$ cat src/rtl/kvmt_pkg.sv
package kvmt_pkg;

	localparam int unsigned ENTRIES_DEF = 64;
	localparam int unsigned KEY_W       = 32;
	localparam int unsigned VAL_W       = 31;
	localparam int unsigned FUNC_W      = 2;
	localparam int unsigned WORD_W      = 1 + KEY_W + VAL_W;

	localparam logic [FUNC_W-1:0] FUNC_PUT    = 2'd0;
	localparam logic [FUNC_W-1:0] FUNC_GET    = 2'd1;
	localparam logic [FUNC_W-1:0] FUNC_REMOVE = 2'd2;

	// one memory word: valid mark, key, value
	typedef struct packed {
		logic             valid;
		logic [KEY_W-1:0] key;
		logic [VAL_W-1:0] value;
	} entry_t;

	typedef enum logic [4:0] {
		ST_CLEAR  = 5'b00001,
		ST_IDLE   = 5'b00010,
		ST_SCAN   = 5'b00100,
		ST_DRAIN  = 5'b01000,
		ST_FINISH = 5'b10000
	} state_t;

endpackage

$ cat src/rtl/kvmt_req_if.sv
interface kvmt_req_if
	import kvmt_pkg::*;
();
	logic                    valid;
	logic                    ready;
	logic [FUNC_W-1:0]       func;
	logic signed [KEY_W-1:0] lookup_key;
	logic [VAL_W-1:0]        new_value;

	modport source (output valid, output func, output lookup_key, output new_value,
		input ready);
	modport sink (input valid, input func, input lookup_key, input new_value,
		output ready);
endinterface

$ cat src/rtl/kvmt_rsp_if.sv
interface kvmt_rsp_if
	import kvmt_pkg::*;
();
	logic             valid;
	logic             ready;
	logic             found;
	logic [VAL_W-1:0] read_value;
	logic             table_full;

	modport source (output valid, output found, output read_value, output table_full,
		input ready);
	modport sink (input valid, input found, input read_value, input table_full,
		output ready);
endinterface

$ cat src/rtl/key_value_map_table_unit.sv
// Bounded key/value table with put, get and remove requests.
//
// req carries one request word: func (put, get, remove), lookup_key and
// new_value. rsp returns exactly one word per request: found, read_value
// (the stored value on a get hit, else 0) and table_full (a put of a new key
// was dropped because every entry is valid).
//
// All entries sit in one synchronous memory of ENTRIES words, each holding a
// valid mark, key and value. A request reads every word in turn, one a cycle,
// noting the matching entry and the lowest free one, then writes back at most
// one word. A request passes through the scan, drain and finish states before
// its response register is loaded, and no new request is taken until the
// write-back of the last one is done.
//
// After reset the block runs a clearing pass over every memory word and holds
// req.ready low until it ends. The response sits in an output register: while
// the receiver stalls, the next request is still taken and searched, and its
// write-back waits until the output register frees up.
module key_value_map_table_unit
	import kvmt_pkg::*;
#(
	parameter int unsigned ENTRIES = ENTRIES_DEF
) (
	input  logic      clk,
	input  logic      arst_n,
	kvmt_req_if.sink  req,
	kvmt_rsp_if.source rsp
);

	localparam int unsigned IDX_W = (ENTRIES > 1) ? $clog2(ENTRIES) : 1;
	localparam logic [IDX_W-1:0] LAST_IDX = IDX_W'(ENTRIES - 1);

	state_t state_q;
	logic [IDX_W-1:0] cnt_q;

	// request held for the whole search
	logic [FUNC_W-1:0] func_q;
	logic [KEY_W-1:0]  key_q;
	logic [VAL_W-1:0]  val_q;

	// search results
	logic             hit_q;
	logic [IDX_W-1:0] hit_idx_q;
	logic [VAL_W-1:0] hit_val_q;
	logic             free_q;
	logic [IDX_W-1:0] free_idx_q;

	// memory and its read pipeline
	entry_t           mem [ENTRIES];
	entry_t           rd_s1;
	logic             rv_s1;
	logic [IDX_W-1:0] idx_s1;
	logic             mem_we;
	logic [IDX_W-1:0] mem_wa;
	entry_t           mem_wd;

	logic             out_valid_q;
	logic             found_q;
	logic [VAL_W-1:0] read_value_q;
	logic             table_full_q;

	logic req_acc;
	logic out_free;
	logic finish;

	assign req.ready = (state_q == ST_IDLE);
	assign req_acc   = req.valid && req.ready;
	assign out_free  = !out_valid_q || rsp.ready;
	assign finish    = (state_q == ST_FINISH) && out_free;

	always_ff @(posedge clk or negedge arst_n) begin
		if (!arst_n) begin
			state_q <= ST_CLEAR;
			cnt_q   <= '0;
		end else begin
			unique case (state_q)
				ST_CLEAR: begin
					cnt_q <= cnt_q + 1'b1;
					if (cnt_q == LAST_IDX) begin
						cnt_q   <= '0;
						state_q <= ST_IDLE;
					end
				end
				ST_IDLE: begin
					cnt_q <= '0;
					if (req_acc) state_q <= ST_SCAN;
				end
				ST_SCAN: begin
					cnt_q <= cnt_q + 1'b1;
					if (cnt_q == LAST_IDX) begin
						cnt_q   <= '0;
						state_q <= ST_DRAIN;
					end
				end
				ST_DRAIN: state_q <= ST_FINISH;
				ST_FINISH: begin
					if (out_free) state_q <= ST_IDLE;
				end
				default: state_q <= ST_CLEAR;
			endcase
		end
	end

	always_ff @(posedge clk) begin
		if (req_acc) begin
			func_q <= req.func;
			key_q  <= req.lookup_key;
			val_q  <= req.new_value;
		end
	end

	// write-back word, or the clearing write after reset
	always_comb begin
		mem_we = 1'b0;
		mem_wa = cnt_q;
		mem_wd = '{valid: 1'b1, key: key_q, value: val_q};
		if (state_q == ST_CLEAR) begin
			mem_we       = 1'b1;
			mem_wd.valid = 1'b0;
		end else if (finish) begin
			case (func_q)
				FUNC_PUT: begin
					if (hit_q) begin
						mem_we = 1'b1;
						mem_wa = hit_idx_q;
					end else if (free_q) begin
						mem_we = 1'b1;
						mem_wa = free_idx_q;
					end
				end
				FUNC_REMOVE: begin
					mem_we       = hit_q;
					mem_wa       = hit_idx_q;
					mem_wd.valid = 1'b0;
				end
				default: mem_we = 1'b0;
			endcase
		end
	end

	always_ff @(posedge clk) begin
		if (mem_we) mem[mem_wa] <= mem_wd;
		rd_s1  <= mem[cnt_q];
		idx_s1 <= cnt_q;
	end

	always_ff @(posedge clk or negedge arst_n) begin
		if (!arst_n) begin
			rv_s1  <= 1'b0;
			hit_q  <= 1'b0;
			free_q <= 1'b0;
		end else begin
			rv_s1 <= (state_q == ST_SCAN);
			if (req_acc) begin
				hit_q  <= 1'b0;
				free_q <= 1'b0;
			end else if (rv_s1) begin
				if (rd_s1.valid && rd_s1.key == key_q) hit_q <= 1'b1;
				// keep the lowest free entry
				if (!rd_s1.valid && !free_q) free_q <= 1'b1;
			end
		end
	end

	always_ff @(posedge clk) begin
		if (rv_s1 && rd_s1.valid && rd_s1.key == key_q) begin
			hit_idx_q <= idx_s1;
			hit_val_q <= rd_s1.value;
		end
		if (rv_s1 && !rd_s1.valid && !free_q) free_idx_q <= idx_s1;
	end

	always_ff @(posedge clk or negedge arst_n) begin
		if (!arst_n) begin
			out_valid_q <= 1'b0;
		end else if (finish) begin
			out_valid_q <= 1'b1;
		end else if (rsp.ready) begin
			out_valid_q <= 1'b0;
		end
	end

	always_ff @(posedge clk) begin
		if (finish) begin
			found_q      <= hit_q && (func_q == FUNC_PUT || func_q == FUNC_GET ||
				func_q == FUNC_REMOVE);
			read_value_q <= (func_q == FUNC_GET && hit_q) ? hit_val_q : '0;
			table_full_q <= (func_q == FUNC_PUT) && !hit_q && !free_q;
		end
	end

	assign rsp.valid      = out_valid_q;
	assign rsp.found      = found_q;
	assign rsp.read_value = read_value_q;
	assign rsp.table_full = table_full_q;

	a_no_write_in_search: assert property (@(posedge clk) disable iff (!arst_n)
		(state_q == ST_SCAN || state_q == ST_DRAIN) |-> !mem_we)
		else $error("memory written during search");

	a_rsp_from_finish: assert property (@(posedge clk) disable iff (!arst_n)
		$rose(out_valid_q) |-> $past(state_q == ST_FINISH))
		else $error("response loaded outside write-back");

	a_full_not_found: assert property (@(posedge clk) disable iff (!arst_n)
		rsp.valid |-> !(rsp.found && rsp.table_full))
		else $error("found and table_full both set");

	a_value_needs_hit: assert property (@(posedge clk) disable iff (!arst_n)
		(rsp.valid && rsp.read_value != '0) |-> rsp.found)
		else $error("value returned without a hit");

	a_full_scan: assert property (@(posedge clk) disable iff (!arst_n)
		(state_q == ST_DRAIN) |-> $past(cnt_q) == LAST_IDX)
		else $error("search ended before the last entry");

endmodule

$ cat src/flat_wrapper.sv
// flat-port wrapper written by rule: the top's interface ports become plain ports
module key_value_map_table_unit_flat import kvmt_pkg::*;
#(
	parameter int unsigned ENTRIES = ENTRIES_DEF
)
  (clk, arst_n, req_valid, req_func, req_lookup_key, req_new_value, req_ready, rsp_valid, rsp_found, rsp_read_value, rsp_table_full, rsp_ready);
  kvmt_req_if req_i ();
  kvmt_rsp_if rsp_i ();
  input  logic clk;
  input  logic arst_n;
  input wire logic [$bits(req_i.valid)-1:0] req_valid;
  input wire logic [$bits(req_i.func)-1:0] req_func;
  input wire logic [$bits(req_i.lookup_key)-1:0] req_lookup_key;
  input wire logic [$bits(req_i.new_value)-1:0] req_new_value;
  output wire logic [$bits(req_i.ready)-1:0] req_ready;
  output wire logic [$bits(rsp_i.valid)-1:0] rsp_valid;
  output wire logic [$bits(rsp_i.found)-1:0] rsp_found;
  output wire logic [$bits(rsp_i.read_value)-1:0] rsp_read_value;
  output wire logic [$bits(rsp_i.table_full)-1:0] rsp_table_full;
  input wire logic [$bits(rsp_i.ready)-1:0] rsp_ready;
  assign req_i.valid = req_valid;
  assign req_i.func = req_func;
  assign req_i.lookup_key = req_lookup_key;
  assign req_i.new_value = req_new_value;
  assign req_ready = req_i.ready;
  assign rsp_valid = rsp_i.valid;
  assign rsp_found = rsp_i.found;
  assign rsp_read_value = rsp_i.read_value;
  assign rsp_table_full = rsp_i.table_full;
  assign rsp_i.ready = rsp_ready;
  key_value_map_table_unit #(.ENTRIES(ENTRIES)) u_core (.clk(clk), .arst_n(arst_n), .req(req_i), .rsp(rsp_i));
endmodule
$ cat config.mk
export PLATFORM = sky130hd
export DESIGN_NAME = key_value_map_table_unit_flat
export DESIGN_NICKNAME = d
export VERILOG_FILES = /design/src/rtl/kvmt_pkg.sv /design/src/rtl/kvmt_req_if.sv /design/src/rtl/kvmt_rsp_if.sv /design/src/rtl/key_value_map_table_unit.sv /design/src/flat_wrapper.sv
export SDC_FILE = /design/constraint.sdc
export NUM_CORES = 2
export LEC_CHECK = 0
export ABC_CLOCK_PERIOD_IN_PS = 8400
export CAP_MARGIN = 0
export CELL_PAD_IN_SITES_DETAIL_PLACEMENT = 1
export CELL_PAD_IN_SITES_GLOBAL_PLACEMENT = 1
export CORE_ASPECT_RATIO = 1.4
export CORE_MARGIN = 10
export CORE_UTILIZATION = 40
export DETAILED_ROUTE_END_ITERATION = 16
export DONT_BUFFER_PORTS = 1
export GPL_TIMING_DRIVEN = 1
export PLACE_DENSITY_LB_ADDON = 0.1
export SKIP_LAST_GASP = 1
export SYNTH_ARGS = -nofsm -noshare
export SYNTH_HDL_FRONTEND = slang
export SYNTH_SLANG_ARGS = --single-unit
$ cat constraint.sdc
create_clock -name clk -period 8.4 [get_ports clk]
set_input_delay 1.26 -clock clk [delete_from_list [all_inputs] [get_ports clk]]
set_output_delay 1.26 -clock clk [all_outputs]
set_load 0.005 [all_outputs]
==> results.json <==
{
  "start_kind": "flop",
  "gp_congestion": 0.831,
  "dp_hpwl_um": 323000,
  "die_area_mm2": 0.436,
  "clock-sinks": 4322,
  "grt_max_degree": 117,
  "grt_pass1_wl_um": 729000,
  "cts_setup_buffers": 0,
  "crit_arrival_ns": 5.96,
  "synth_cells": 7849,
  "grt_pass1_vias": 86000,
  "final_max_slew_viol_count": 0,
  "end_kind": "flop",
  "clock_latency_ns": 1.03,
  "cpMostUsedCell": "buf_4",
  "fmax_mhz": 187,
  "syn_area_mm2": 0.164,
  "synth_edf_count": 4237,
  "yosysUniqueCellTypes": 65,
  "leakagePower_nw": 59.7,
  "fin_skew_ns": 0.0713,
  "yosysWarnings": 0,
  "fin_cells": 14000,
  "worstSetupPathType": "reg2reg",
  "crit_path_max_fanout": 39,
  "final_core_util": 0.456,
  "max-cap-violations": 1,
  "hp-class": "in2async",
  "die_w_um": 561,
  "violations": "max-capacitance violations",
  "pin_count": 104,
  "wire_per_inst_um": 38.0,
  "drtIter0Drc": 8002,
  "htree_num_levels": 5,
  "cp_cell_sequence": "or3b_1 -> nor3_4 -> buf_4 -> o2bb2ai_1 -> nand4bb_1 -> nor2_4 -> buf_4",
  "overflow": 0,
  "ys_seq_elements": 4322,
  "grt_antenna_before_repair": 30,
  "synthArstFlopShare": 0.00347,
  "tightest_slew_ns": 1.49,
  "vias_per_cell": 5.85,
  "powerDensity_mw_per_mm2": 338,
  "ys.flop_type": "edfxtp_1",
  "io_buffers": 0,
  "crit_required_ns": 9.02,
  "routed_wl_um": 531000,
  "drc": 0,
  "status": "finished with violations",
  "start_util": 0.401,
  "period_needed_ns": 5.34,
  "area_growth_pct": 13.7,
  "ir_drop_mv": 0.327,
  "clk_pin_slew_ns": 0.06,
  "syn-num-nets": 7919,
  "clockRootBuffer": "clkbuf_16",
  "hold_viol": 0,
  "synth_seq_area_share": 0.787,
  "relSlewSlack": 0.00368,
  "drive_gt1_frac": 0.201,
  "numCtsBuffers": 423,
  "post-route-period-util": 0.636,
  "setup_ws_ns": 3.06,
  "clk_path_buf_depth": 4,
  "gr-usage-all-layers": 0.237,
  "total_power_w": 0.0630,
  "die_y_um": 778,
  "cp_slowest_cell": "nor2_4",
  "cts_tree": "yes",
  "critPathMaxStageDelay_ns": 1.06,
  "num_rows": 278,
  "setup_viol": 0,
  "vias": 81700,
  "nets": 8199,
  "avgSynthCellArea_um2": 20.9,
  "placedCellCount": 13200,
  "rsz0062_at_grt": "no",
  "pre_cts_ws_ns": 2.52,
  "core-area_mm2": 0.409,
  "finalSetupTns_ns": 0,
  "drtPass1Iterations": 6,
  "ant_nets": 0
}
[worst paths after layout]
kind                                    from                    to  slack [ns]  depth (start not counted)
setup / recovery           u_core.state_q[4]    u_core.mem[48][60]        3.06                          7
hold / removal                        arst_n     u_core.state_q[0]        0.12                          0
setup reg to reg           u_core.state_q[4]    u_core.mem[48][60]        3.06                          7
hold reg to reg             u_core.rd_s1[18]  u_core.hit_val_q[18]        0.42                          0
max in group asynchronous             arst_n       u_core.cnt_q[5]        6.74                          1
min in group clk           req_new_value[20]      u_core.val_q[20]        0.32                          0
[cells in the mapped netlist (all sizes together), types with 9 or more instances]
| cell | n | share of area |
|---|---|---|
| nor2 | 141 | 0.0032 |
| dfxtp | 70 | 0.0085 |
| xor2 | 30 | 0.0016 |
| mux2i | 804 | 0.049 |
| a21oi | 199 | 0.0061 |
| buf | 216 | 0.0062 |
| a221oi | 177 | 0.0095 |
| nand3 | 135 | 0.0041 |
| o211a | 60 | 0.0037 |
| o21ai | 87 | 0.0027 |
| nand4 | 9 | 0.00050 |
| dfrtp | 14 | 0.0021 |
| nand2 | 250 | 0.0057 |
| and2 | 32 | 0.0012 |
| nor4 | 10 | 0.00047 |
| o2111ai | 51 | 0.0027 |
| a32oi | 111 | 0.0059 |
| a221o | 17 | 0.0010 |
| mux2 | 14 | 0.00096 |
| nand2b | 23 | 0.00088 |
| nand4b | 11 | 0.00066 |
| edfxtp | 4237 | 0.78 |
| clkbuf | 234 | 0.0054 |
| mux4 | 657 | 0.090 |
| o22ai | 9 | 0.00034 |
| a22oi | 177 | 0.0082 |
| inv | 12 | 0.00027 |
[registers in the layout, indices dropped and copies added (netlist names), 2 cells and up]
name	flops
u_core.mem	4096
u_core.rd_s1	64
u_core.key_q	32
u_core.hit_val_q	31
u_core.rsp.read_value	31
u_core.val_q	31
u_core.cnt_q	6
u_core.free_idx_q	6
u_core.hit_idx_q	6
u_core.idx_s1	6
u_core.state_q	5
u_core.func_q	2
[layout make-up]
cell class / instances / area, um^2
Fill cell: 37300 / 223000
Multi-Input combinational cell: 3064 / 33700
Sequential cell: 4322 / 129000
Timing Repair Buffer: 305 / 2920
Antenna cell: 32 / 80.1
Clock buffer: 532 / 11300
Tap cell: 5460 / 6830
Clock inverter: 249 / 2610
Inverter: 13 / 66.3
[critical path: cells and delay by family, from the launching register on]
family          cells  cell delay (ns)
flops               1             0.49
compound gates      1             0.37
buf+inv             2             1.38
simple gates        4             2.61
[power breakdown]
part / leakage (nW) / internal (W) / switching, W
combinational: 13.9 / 0.00631 / 0.0118
sequential: 39.0 / 0.0248 / 0.000719
clock: 6.82 / 0.0110 / 0.00837
total: 59.7 / 0.0421 / 0.0209
[layer usage]
metal	GRT usage	part of all wire	vias up
li1	-	-	33400
met1	0.301	0.40	45400
met2	0.424	0.53	2260
met3	0.0285	0.043	602
met4	0.0753	0.034	6
met5	0	0.000077	-
[metrics by stage]
stage               area (um^2)  hold WS, ns
floorplan                164000        0.342
global placement         172000        0.394
detailed placement       172000        0.398
CTS                      186000       0.0356
global route             187000       0.0731
finish                   187000        0.125
[cell families after synthesis]
kind of cell    synth area share
xor+xnor                 0.00182
fa+ha+maj              0.0000763
buf+inv                   0.0118
compound gates            0.0416
mux                        0.140
simple gates              0.0178
flops                      0.787
[cells in the final DEF (no fill, tap or decap), types with 75 or more instances in the layout]
cell type	instances
edfxtp_1	4237
a21oi_1	199
clkinv_1	77
a32oi_1	111
nand3_1	135
a22oi_1	175
a221oi_1	176
mux2i_1	802
o21ai_0	84
buf_4	254
clkbuf_1	83
clkinv_2	91
nor2_1	75
mux4_2	657
nand2_1	249
clkbuf_16	431
[repair_timing]
item / in CTS / in global routing
endpoints found under the setup margin: 0 / 0
resized for setup: 0 / 0
hold buffers: 1 / 0
endpoints found under the hold margin: 14 / 0
Power figures use the tool's default switching activity.
